<file path="config.mk">
export PLATFORM = sky130hd
export DESIGN_NAME = vpv_ctrl
export DESIGN_NICKNAME = d
export VERILOG_FILES = /design/src/design/vpv_pkg.sv /design/src/design/vpv_ctrl.sv
export SDC_FILE = /design/constraint.sdc
export NUM_CORES = 1
export LEC_CHECK = 0
export ABC_AREA = 1
export BUFFER_PORTS_ARGS = -buffer_cell sky130_fd_sc_hd__buf_2
export CORE_MARGIN = 2
export CORE_UTILIZATION = 35
export CTS_BUF_LIST = sky130_fd_sc_hd__clkbuf_16
export CTS_CLUSTER_DIAMETER = 100
export CTS_CLUSTER_SIZE = 12
export DETAILED_ROUTE_END_ITERATION = 7
export GPL_ROUTABILITY_DRIVEN = 0
export SYNTH_ARGS = -nofsm -noshare
export SYNTH_HDL_FRONTEND = slang
export SYNTH_SLANG_ARGS = --single-unit
</file>
<file path="constraint.sdc">
create_clock -name clk -period 2.1 [get_ports clk]
set_input_delay 0.21 -clock clk [delete_from_list [all_inputs] [get_ports clk]]
set_output_delay 0.21 -clock clk [all_outputs]
set_load 0.03 [all_outputs]
</file>
<file path="src/design/vpv_pkg.sv">
`timescale 1ns / 1ps
// vpv_pkg: shared types, constants and helpers of the vertex projection block
// no dependencies

package vpv_pkg;

    // fixed point format and working widths
    localparam int FRAC_BITS = 16;
    localparam int DATA_W    = 32;
    localparam int PROD_W    = 2 * DATA_W;
    localparam int TERM_W    = PROD_W - FRAC_BITS;
    localparam int ACC_W     = TERM_W + 2;
    localparam int NUM_W     = DATA_W + FRAC_BITS;
    localparam int SIZE_W    = 16;
    localparam int MAP_W     = DATA_W + 1 + SIZE_W + 1;

    // matrix store
    localparam int ENTRIES   = 32;
    localparam int ADDR_W    = 5;

    // divider length
    localparam int DIV_STEPS = NUM_W;
    localparam int DCNT_W    = 6;

    // command codes
    localparam logic CMD_LOAD    = 1'b0;
    localparam logic CMD_PROJECT = 1'b1;

    // configuration register indexes
    localparam logic REG_WIDTH  = 1'b0;
    localparam logic REG_HEIGHT = 1'b1;

    // configuration reset values
    localparam logic [SIZE_W-1:0] WIDTH_RESET  = 16'd1920;
    localparam logic [SIZE_W-1:0] HEIGHT_RESET = 16'd1080;

    // datapath commands from the controller
    typedef struct packed {
        logic       load_we;
        logic       load_pos;
        logic       mac_issue;
        logic       mac_phase;
        logic [1:0] mac_row;
        logic [1:0] mac_col;
        logic       div_start;
        logic       clamp;
        logic       map_mul;
        logic       out_load;
    } vpv_cmd_t;

    // datapath status to the controller
    typedef struct packed {
        logic div_done;
    } vpv_status_t;

    // clamped quotient plus one, ready for the viewport multiply
    typedef struct packed {
        logic                      ovf;
        logic signed [DATA_W:0]    plus_one;
    } vpv_clamp_t;

    // apply sign to an unsigned quotient, clamp it to DATA_W bits, add 1.0
    function automatic vpv_clamp_t clamp_quot(input logic [NUM_W-1:0] qm, input logic neg);
        logic [NUM_W-1:0]       lim;
        logic [DATA_W-1:0]      mag;
        logic signed [DATA_W:0] val;
        vpv_clamp_t             res;
        lim = neg ? (NUM_W'(1) << (DATA_W - 1)) : ((NUM_W'(1) << (DATA_W - 1)) - NUM_W'(1));
        res.ovf = (qm > lim);
        mag = res.ovf ? lim[DATA_W-1:0] : qm[DATA_W-1:0];
        val = neg ? -$signed({1'b0, mag}) : $signed({1'b0, mag});
        res.plus_one = val + $signed((DATA_W + 1)'(1) << FRAC_BITS);
        return res;
    endfunction

endpackage

</file>
<file path="src/design/vpv_ctrl.sv">
`timescale 1ns / 1ps
// vpv_ctrl: sequencer for load and project requests
// depends on vpv_pkg

module vpv_ctrl
    import vpv_pkg::*;
(
    input  logic        clk,
    input  logic        rst_n,
    input  logic        start,
    input  logic        cmd,
    input  vpv_status_t stat,
    output vpv_cmd_t    ctl,
    output logic        busy
);

    typedef enum logic [2:0] {
        S_IDLE,
        S_MAC,
        S_DRAIN,
        S_DIVST,
        S_DIV,
        S_CLAMP,
        S_MAP,
        S_OUT
    } state_t;

    state_t     state_reg;
    logic [4:0] cnt_reg;
    logic       accept;

    assign accept = start && (state_reg == S_IDLE);
    assign busy   = (state_reg != S_IDLE);

    // commands decoded from state and counter
    always_comb
    begin
        ctl.load_we   = accept && (cmd == CMD_LOAD);
        ctl.load_pos  = accept && (cmd == CMD_PROJECT);
        ctl.mac_issue = (state_reg == S_MAC);
        ctl.mac_phase = cnt_reg[4];
        ctl.mac_row   = cnt_reg[3:2];
        ctl.mac_col   = cnt_reg[1:0];
        ctl.div_start = (state_reg == S_DIVST);
        ctl.clamp     = (state_reg == S_CLAMP);
        ctl.map_mul   = (state_reg == S_MAP);
        ctl.out_load  = (state_reg == S_OUT);
    end

    // state and counter
    always_ff @(posedge clk or negedge rst_n)
    begin
        if (!rst_n)
        begin
            state_reg <= S_IDLE;
            cnt_reg   <= '0;
        end
        else
        begin
            unique case (state_reg)
                S_IDLE:
                begin
                    cnt_reg <= '0;
                    if (accept && (cmd == CMD_PROJECT))
                    begin
                        state_reg <= S_MAC;
                    end
                end
                S_MAC:
                begin
                    cnt_reg <= cnt_reg + 5'd1;
                    if (cnt_reg == 5'd31)
                    begin
                        state_reg <= S_DRAIN;
                    end
                end
                S_DRAIN:
                begin
                    cnt_reg <= cnt_reg + 5'd1;
                    if (cnt_reg == 5'd1)
                    begin
                        state_reg <= S_DIVST;
                    end
                end
                S_DIVST: state_reg <= S_DIV;
                S_DIV:
                begin
                    if (stat.div_done)
                    begin
                        state_reg <= S_CLAMP;
                    end
                end
                S_CLAMP: state_reg <= S_MAP;
                S_MAP:   state_reg <= S_OUT;
                S_OUT:   state_reg <= S_IDLE;
                default: state_reg <= S_IDLE;
            endcase
        end
    end

    // division completion moves on to the clamp step
    a_div_next: assert property (@(posedge clk) disable iff (!rst_n)
        (state_reg == S_DIV && stat.div_done) |=> (state_reg == S_CLAMP))
        else $error("division result not taken");

    // a project request always starts the product sequence at entry zero
    a_mac_start: assert property (@(posedge clk) disable iff (!rst_n)
        ctl.load_pos |=> (state_reg == S_MAC) && (cnt_reg == 5'd0))
        else $error("product sequence did not start cleanly");

endmodule
</file>
# Word-level counts from Yosys, hierarchy flattened
# Cells that the tools add are included.
[word_totals]
register_bits = 8
in_bits = 5
output_inout_bits = 13
elab_cells = 31
[op_classes]
n_addsub = 1
eq_ne = 13
mux = 6
bitwise_logic = 1
n_reduce_logical = 8
[op_table]
columns = ["cell", "n"]
rows = [
  ["$pmux 3 s8", 1],
  ["$eq 3x3->1 const B", 4],
  ["$mux 3", 4],
  ["$pmux 5 s2", 1],
  ["$eq 3x2->1 const B", 2],
  ["$ne 2x2->1 const B", 3],
  ["$add 5x1->5 const B", 1],
  ["$eq 5x1->1 const B", 1],
  ["$eq 5x5->1 const B", 1],
  ["$reduce_and 4->1", 1],
  ["$eq 3x1->1 const B", 1],
  ["$logic_and 1x1->1", 3],
  ["$logic_not 3->1", 1],
  ["$reduce_bool 3->1", 1],
  ["$ne 2x1->1 const B", 1],
  ["$reduce_bool 2->1", 1],
  ["$reduce_or 2->1", 1],
  ["$not 1->1", 1],
]

# Logic depth before layout (Yosys ltp)
# Gate-level depths: netlist (run 1).
[logic_depth]
depth_word = 5
mapped_depth = 8
ltp_nobuf = 8

# Worst setup path after synthesis (run 1)
# No wires, ideal clock.
[synth_timing]
path_type = "register to register"
start = "register cnt_reg[0]"
end = "register state_reg[0]"
setup_ns = 0.117
arrival_ns = 1.365
t_required_ns = 1.983
path_slack_ns = 0.618
stages_incl_launch_ff = 9
n_path_buf = 0
synth_period_minus_slack_ns = 1.482
path_cell_list = "dfrtp_1 > ha_1 > nand2_1 > nor2_1 > ha_1 > nor2_1 > nor2_2 > nand3_1 > nand2_1"
[synth_between]
elab_chain_len = 3
elab_cells_between_ends = 5
cone_classes = "eq/ne (4); reduce/logical (1)"
[synth_lines]
columns = ["element", "line_no", "source"]
rows = [
  ["from (decl)", "vpv_ctrl.sv:29", "logic [4:0] cnt_reg;"],
  ["from (signal assigned)", "vpv_ctrl.sv:71", "cnt_reg <= cnt_reg + 5'd1;"],
  ["from (signal assigned)", "vpv_ctrl.sv:79", "cnt_reg <= cnt_reg + 5'd1;"],
  ["$eq 5x1->1 or $eq 5x5->1 (tied branches)", "vpv_ctrl.sv:80, vpv_ctrl.sv:72", ""],
  ["$ne 2x2->1 (no line) or $ne 2x1->1 (tied branches)", "-", ""],
  ["$reduce_and 4->1 (no line) *", "-", ""],
  ["to (signal assigned)", "vpv_ctrl.sv:82", "state_reg <= S_DIVST;"],
  ["to (signal assigned)", "vpv_ctrl.sv:85", "S_DIVST: state_reg <= S_DIV;"],
  ["to (signal assigned)", "vpv_ctrl.sv:90", "state_reg <= S_CLAMP;"],
  ["to (decl)", "vpv_ctrl.sv:28", "state_t state_reg;"],
]
# Mark *: on every way between the ends. The rest lies on a longest branch, timed or not.
# A chain may end at the register's enable or synchronous reset.

==> results.sh, run 1 <==
export IMPL_ys_flop_type="dfrtp_1"
export IMPL_power_leakage_nw=0.4015
export IMPL_hp_class="in2async"
export IMPL_async_reset_ff_frac=1.000
export IMPL_setup_tns_ns=0
export IMPL_cts_hold_buf=1
export IMPL_path_class="reg2out"
export IMPL_synth_cells=69
export IMPL_setup_viol=0
export IMPL_grt_usage=0.1451
export IMPL_largest_register_ffs=5
export IMPL_yosysTopAreaCell="dfrtp_1"
export IMPL_cp_required_ns=1.89
export IMPL_fp_row_count=13
export IMPL_cts_sinks=8
export IMPL_ys_seq_elements=8
export IMPL_dr_pass1_iters=4
export IMPL_antenna_cells=0
export IMPL_insertion_delay_ns=0.23
export IMPL_p_clk_frac=0.283
export IMPL_cts_root_buf="clkbuf_16"
export IMPL_ir_drop_uv=826.7
export IMPL_r2r_start="cnt_reg[0]"
export IMPL_yosysSeqAreaShare=0.3846
export IMPL_ctsHtreeMaxLevel=1
export IMPL_p_int_mw=0.6320
export IMPL_synth_commonest_cells="11 x inv_1, 11 x nand2_1, 11 x nor2_1"
export IMPL_ys_types=17
export IMPL_final_fill_count=139
export IMPL_cts_buffer_depth=2
export IMPL_core_area_sq_um=1350
export IMPL_syn_area_per_cell_sq_um=7.543
export IMPL_netlist_area_leader_share=0.3846
export IMPL_end_kind="output port"
export IMPL_cts_tree="yes"
export IMPL_drc=0
export IMPL_wl_per_cell_um=11.17
export IMPL_max_slew_worst_pin_slew_ns=0.2149
export IMPL_syn_nets=77
export IMPL_ff2ff_setup_slack_ns=0.70
export IMPL_drt_iter0_drc=9
export IMPL_synth_edf_count=0
export IMPL_yosysWarnings=0
export IMPL_die_area_sq_um=1812
export IMPL_skew_ns=0.001311
export IMPL_post_cts_setup_buffers=0
export IMPL_grt_first_pass_wirelength_mm=1.863
export IMPL_r2r_end="state_reg[0]"
export IMPL_wl_mm=1.173
export IMPL_die_y_um=42.57
export IMPL_powerDensity_nw_per_um2=1640
export IMPL_combinationalPowerShare=0.478
export IMPL_dp_hpwl_um=891.7
export IMPL_switching_power_mw=0.5316
export IMPL_power_frac_seq=0.239
export IMPL_cts_resized_gates=0
export IMPL_syn_cell_area_sq_um=520.5
export IMPL_hold_viol=0
export IMPL_overflow=0
export IMPL_rsz0062_at_grt="false"
export IMPL_viasPerCell=4.743
export IMPL_ff2ff_path_depth=8
export IMPL_fmax_mhz=685.2
export IMPL_final_nets=100
export IMPL_drv_cap=0
export IMPL_cts_buffers=3
export IMPL_antenna_found_initial=0
export IMPL_grt_pass1_vias=445
export IMPL_die_w_um=42.57
export IMPL_synth_area_leaders="dfrtp_1 38%, inv_1 7.9%, nand2_1 7.9%, nor2_1 7.9%, ha_1 7.2%"
export IMPL_period_minus_slack_ns=1.459
export IMPL_finalPower_mw=1.164
export IMPL_layout_drive_gt1_share=0.3444
export IMPL_area_delta_synth_final_pct=36.30
export IMPL_io_pins=18
export IMPL_drv_slew=0
export IMPL_drt_antenna_violating_nets=0
export IMPL_clk_pin_slew_worst_paths_ns=0.04
export IMPL_start_util=0.3855
export IMPL_fin_crit_sh=0.6949
export IMPL_max_slew_margin=0.8566
export IMPL_worstSetupStartpointType="flop"
export IMPL_portBuffers=17
export IMPL_grt_max_degree=9
export IMPL_status="completed"
export IMPL_worst_ep_arrival_time_ns=1.25
export IMPL_path_max_fanout=5
export IMPL_vias=498
export IMPL_switching_share=0.4569
## final cells by class
| cell class | instances | area (sq um) | share of cell area |
|---|---|---|---|
| inverter | 14 | 52.55 | 0.07407 |
| clock buffer | 3 | 75.07 | 0.1058 |
| timing repair buffer | 18 | 95.09 | 0.1340 |
| sequential | 8 | 200.2 | 0.2822 |
| multi-input combinational | 47 | 267.8 | 0.3774 |
| tap | 15 | 18.77 | 0.02646 |
## logic make-up after synthesis
| group | synth area share |
|---|---|
| simple gates | 0.3173 |
| buf+inv | 0.1010 |
| compound gates | 0.09134 |
| flops | 0.3846 |
| fa+ha+maj | 0.07212 |
| xor+xnor | 0.03366 |
## stage by stage
step / instance area (sq um) / instances / hold slack, ns / setup slack [ns] / utilization
after floorplan: 520.5 / 69 / -0.08559 / 0.6180 / -
after global placement: 624.3 / 101 / 0.06201 / 0.7402 / 0.4625
after detailed placement: 624.3 / 101 / 0.06686 / 0.7067 / 0.4625
after CTS: 709.4 / 105 / 0.3562 / 0.6388 / 0.5255
after global routing: 709.4 / 105 / 0.3749 / 0.5311 / 0.5255
final: 709.4 / 105 / 0.3586 / 0.6406 / 0.5255
## cells in the final DEF, fill, tap and decap left out
cell type       n
nand3_2         2
nor2_4          1
nand3_1         4
inv_2           3
buf_2          17
dlygate4sd3_1   1
o21ai_1         3
nor2_2          4
clkbuf_16       3
nand2_1        11
dfrtp_1         8
xnor2_1         1
a21oi_2         1
or2_1           1
nor2_1         11
ha_1            3
o21ai_0         1
inv_1          11
xor2_1          1
o22ai_1         3
## worst max-delay path: stages, from the launching register on
cell	delay (ns)
dfrtp_1	0.42
nor2_1	0.19
nand3_1	0.11
nor2_1	0.09
buf_2	0.20
## layer usage
metal	wire length (um)	up-vias	track usage
met4	23	0	0.07500
met3	59	4	0.06897
li1	-	254	-
met2	568	10	0.2215
met1	521	230	0.1671
met5	0	-	0
## how the worst max path moves through the flow
stage | start | to | slack (ns) | cells past startpoint
floorplan | cnt_reg[0] | state_reg[0] | 0.62 | 8
global placement | cnt_reg[0] | state_reg[1] | 0.74 | 8
detailed placement | cnt_reg[0] | state_reg[1] | 0.71 | 8
CTS | state_reg[0] | ctl[11] | 0.64 | 4
global route | state_reg[0] | ctl[11] | 0.53 | 4
finish | state_reg[0] | ctl[11] | 0.64 | 4
## power by group through the flow
stage               Sequential, mW  Combinational, mW  Clock, mW
CTS                          0.278              0.564      0.337
global route                 0.290              0.613      0.344
finish                       0.278              0.556      0.329
global placement             0.279              0.554          0
floorplan                    0.312              0.389          0
detailed placement           0.280              0.561          0
Power figures use the tool's default switching activity.
==> run 2: changes to the inputs <==
clock period = 1.4 ns   (was 2.1 ns; I/O delays follow)
==> run 2 against run 1 <==
Worst setup slack got worse by 0.58 ns. First-iteration DRC count fell by 11%. Global-route usage rose by 0.56 points. Power rose by 59%. Register-to-register slack got worse by 0.57 ns. Sequential cell count did not move. Via count rose by 0.40%. Combinational power rose by 65%. Clock skew fell by 0.00054 ns. Sequential share of layout area fell by 1.4 points. Critical path type unchanged. Sequential power rose by 55%.
==> results.sh, run 2 (synthesis results as in run 1) <==
export IMPL_status="completed"
export IMPL_fin_crit_sh=0.9566
export IMPL_power_frac_seq=0.234
export IMPL_end_kind="output port"
export IMPL_power_leakage_nw=0.4118
export IMPL_p_clk_frac=0.268
export IMPL_portBuffers=17
export IMPL_powerDensity_nw_per_um2=2410
export IMPL_cts_tree="yes"
export IMPL_path_max_fanout=5
export IMPL_die_area_sq_um=1812
export IMPL_cp_required_ns=1.26
export IMPL_switching_share=0.4457
export IMPL_setup_tns_ns=0
export IMPL_grt_pass1_vias=461
export IMPL_final_fill_count=139
export IMPL_hp_class="in2async"
export IMPL_combinationalPowerShare=0.498
export IMPL_max_slew_worst_pin_slew_ns=0.2360
export IMPL_viasPerCell=4.587
export IMPL_layout_common_cells="15 x buf_2, 12 x inv_1, 11 x nand2_1"
export IMPL_setup_viol=0
export IMPL_dr_pass1_iters=3
export IMPL_path_class="reg2out"
export IMPL_fp_row_count=13
export IMPL_max_slew_margin=0.8425
export IMPL_overflow=0
export IMPL_rsz0062_at_grt="false"
export IMPL_grt_max_degree=9
export IMPL_cts_sinks=8
export IMPL_wl_mm=1.147
export IMPL_insertion_delay_ns=0.23
export IMPL_ff_latch_area_sq_um=205.2
export IMPL_layout_drive_gt1_share=0.4468
export IMPL_place_ws_ns=0.08890
export IMPL_worst_ep_arrival_time_ns=1.20
export IMPL_cts_root_buf="clkbuf_16"
export IMPL_finish_utilization=0.5672
export IMPL_clk_pin_slew_worst_paths_ns=0.04
export IMPL_drv_cap=0
export IMPL_hold_viol=0
export IMPL_cts_buffer_depth=2
export IMPL_drc=0
export IMPL_switching_power_mw=0.8227
export IMPL_final_nets=103
export IMPL_drt_antenna_violating_nets=0
export IMPL_die_y_um=42.57
export IMPL_antenna_found_initial=0
export IMPL_ctsHtreeMaxLevel=1
export IMPL_worstSetupStartpointType="flop"
export IMPL_vias=500
export IMPL_final_common_cell="buf_2"
export IMPL_grt_usage=0.1507
export IMPL_period_minus_slack_ns=1.339
export IMPL_io_pins=18
export IMPL_wl_per_cell_um=10.52
export IMPL_area_delta_synth_final_pct=47.12
export IMPL_p_int_mw=1.023
export IMPL_dp_hpwl_um=892.8
export IMPL_ir_drop_uv=1451
export IMPL_skew_ns=0.0007720
export IMPL_largest_register_ffs=5
export IMPL_cts_buffers=3
export IMPL_core_area_sq_um=1350
export IMPL_setup_slack_ns=0.06071
export IMPL_antenna_cells=0
export IMPL_multi_input_area_sq_um=287.8
export IMPL_start_util=0.3855
export IMPL_die_w_um=42.57
export IMPL_drv_slew=0
export IMPL_drt_iter0_drc=8
export IMPL_fmax_mhz=746.7
export IMPL_grt_first_pass_wirelength_mm=1.980
run 2: routing by layer:
layer / GRT usage / wire [um]
met4: 0.05625 / 12
met2: 0.2154 / 544
met5: 0 / 0
met3: 0.08190 / 66
met1: 0.1890 / 523
run 2: layout make-up:
class / count / area share
Clock buffer: 3 / 0.09804
Clock inverter: 1 / 0.004902
Inverter: 14 / 0.06863
Multi-Input combinational cell: 47 / 0.3758
Sequential cell: 8 / 0.2680
Tap cell: 15 / 0.02451
Timing Repair Buffer: 21 / 0.1601
run 2: timing repair:
action                     4_1_cts  5_1_grt
hold endpoints to repair         8        0
setup buffers                    0        2
setup endpoints to repair        0        4
hold buffers                     1        0
resized for setup                0        8
run 2: stage by stage:
step	instances	hold WS (ns)	total power, mW	area (sq um)
4_1_cts	107	0.2904	1.794	728.2
3_5_place_dp	102	-0.003508	1.288	639.4
6_report	109	0.2875	1.846	765.7
3_3_place_gp	102	-0.004601	1.284	639.4
2_1_floorplan	69	-0.1556	1.060	528.0
5_1_grt	109	0.3129	1.982	765.7
run 2: worst paths after layout:
path / from / cells past startpoint / endpoint / slack [ns]
hold reg to reg: cnt_reg[4] / 2 / cnt_reg[4] / 0.57
setup / recovery: state_reg[0] / 4 / ctl[11] / 0.06
min in group clk: start / 5 / state_reg[0] / 0.30
hold / removal: rst_n / 2 / cnt_reg[3] / 0.29
setup reg to reg: cnt_reg[1] / 8 / state_reg[1] / 0.13
max in group asynchronous: rst_n / 2 / state_reg[2] / 0.93
run 2: worst max-delay path, stage by stage (launching register included):
cell     delay (ns)
dfrtp_2        0.43
nor2_2         0.15
nand3_1        0.10
nor2_1         0.09
buf_2          0.20
run 2: power by group through the flow:
stage	Clock [mW]	Combinational (mW)	Sequential [mW]
after floorplan	0	0.587	0.473
final	0.495	0.919	0.432
after CTS	0.505	0.879	0.410
after global routing	0.517	1.01	0.451
after global placement	0	0.870	0.414
after detailed placement	0	0.874	0.414
==> run 3: changes to the inputs <==
PLACE_DENSITY = 0.57   (was default)
==> run 3 against run 2 <==
Die area stayed put. Via count is 2.2% lower. First-iteration DRC count is 25% higher. Hold slack worse by 0.0095 ns. Non-clock buffer count is 1 lower.
==> results.sh, run 3 (synthesis results as in run 1) <==
export IMPL_grt_pass1_vias=444
export IMPL_worst_ep_arrival_time_ns=1.18
export IMPL_setup_viol=0
export IMPL_ff_latch_area_sq_um=205.2
export IMPL_dp_hpwl_um=871.8
export IMPL_portBuffers=17
export IMPL_end_kind="output port"
export IMPL_overflow=0
export IMPL_fin_crit_sh=0.9407
export IMPL_largest_register_ffs=5
export IMPL_max_slew_margin=0.8546
export IMPL_layout_common_cells="14 x buf_2, 12 x inv_1, 11 x nand2_1"
export IMPL_clk_pin_slew_worst_paths_ns=0.04
export IMPL_fmax_mhz=759.3
export IMPL_final_fill_count=136
export IMPL_drt_iter0_drc=10
export IMPL_fp_row_count=13
export IMPL_grt_max_degree=9
export IMPL_wl_per_cell_um=10.81
export IMPL_drt_antenna_violating_nets=0
export IMPL_power_leakage_nw=0.4091
export IMPL_path_class="reg2out"
export IMPL_layout_drive_gt1_share=0.4301
export IMPL_dr_pass1_iters=3
export IMPL_max_slew_worst_pin_slew_ns=0.2178
export IMPL_drv_slew=0
export IMPL_insertion_delay_ns=0.24
export IMPL_final_nets=102
export IMPL_setup_tns_ns=0
export IMPL_grt_usage=0.1613
export IMPL_cp_required_ns=1.26
export IMPL_core_area_sq_um=1350
export IMPL_ir_drop_uv=1218
export IMPL_io_pins=18
export IMPL_r2r_start="cnt_reg[1]"
export IMPL_grt_first_pass_wirelength_mm=2.007
export IMPL_crit_start="state_reg[0]"
export IMPL_cts_buffers=3
export IMPL_final_common_cell="buf_2"
export IMPL_worstSetupStartpointType="flop"
export IMPL_drc=0
export IMPL_die_y_um=42.57
export IMPL_hold_viol=0
export IMPL_wl_mm=1.167
export IMPL_viasPerCell=4.528
export IMPL_vias=489
export IMPL_multi_input_area_sq_um=275.3
export IMPL_drv_cap=0
export IMPL_start_util=0.3855
export IMPL_die_area_sq_um=1812
export IMPL_area_delta_synth_final_pct=44.23
export IMPL_antenna_found_initial=0
export IMPL_skew_ns=0.004515
export IMPL_die_w_um=42.57
export IMPL_cts_sinks=8
export IMPL_hp_class="in2async"
export IMPL_cts_tree="yes"
export IMPL_antenna_cells=0
export IMPL_powerDensity_nw_per_um2=2433
export IMPL_ctsHtreeMaxLevel=1
export IMPL_status="completed"
export IMPL_cts_buffer_depth=2
export IMPL_cts_root_buf="clkbuf_16"
export IMPL_path_max_fanout=5
export IMPL_period_minus_slack_ns=1.317
export IMPL_finalPower_mw=1.826
[run 3: worst paths after layout]
kind	slack (ns)	endpoint	cells past startpoint
min in group clk	0.30	state_reg[0]	5
min	0.28	cnt_reg[2]	2
max reg2reg	0.10	state_reg[1]	8
max	0.08	ctl[11]	4
max in group asynchronous	0.93	state_reg[0]	2
min reg2reg	0.58	cnt_reg[4]	2
[run 3: layout make-up]
class	instances	area share
flip-flops and latches	8	0.2733
multi-input cells	47	0.3667
clock buffers	3	0.1000
repair buffers	20	0.1567
inverters	14	0.07333
well taps	15	0.02500
clock inverters	1	0.005000
[run 3: per-layer routing]
metal,wire [um],vias to the layer above,GRT usage
met4,46,0,0.1313
met1,542,208,0.2073
met3,74,5,0.08621
met2,504,10,0.1908
li1,-,266,-
met5,0,-,0
[run 3: where the power goes]
group	leakage [nW]	switching, mW	internal [mW]
clock network	0.0423	0.118	0.372
registers	0.0986	0.108	0.322
logic	0.268	0.592	0.314
[run 3: worst max-delay path: stages (launching register included)]
cell,delay [ns]
dfrtp_2,0.43
nor2_2,0.15
nand3_1,0.10
nor2_1,0.10
buf_4,0.16
[run 3: what timing repair did]
| action | CTS | global route |
|---|---|---|
| hold endpoints to repair | 8 | 0 |
| gates resized for setup | 0 | 9 |
| buffers inserted | 0 | 1 |
| endpoints found under the setup margin | 0 | 3 |
| hold buffers | 1 | 0 |
[run 3: per-stage QoR]
stage | util | area, sq um | hold WS [ns] | setup WS [ns] | std cells
after global routing | 0.5561 | 750.7 | 0.3020 | -0.003406 | 108
final | 0.5561 | 750.7 | 0.2780 | 0.08298 | 108
after global placement | 0.4736 | 639.4 | -0.007339 | 0.1239 | 102
after CTS | 0.5394 | 728.2 | 0.2809 | 0.0003948 | 107
after floorplan | - | 528.0 | -0.1556 | 0.03046 | 69
after detailed placement | 0.4736 | 639.4 | -0.006174 | 0.1105 | 102
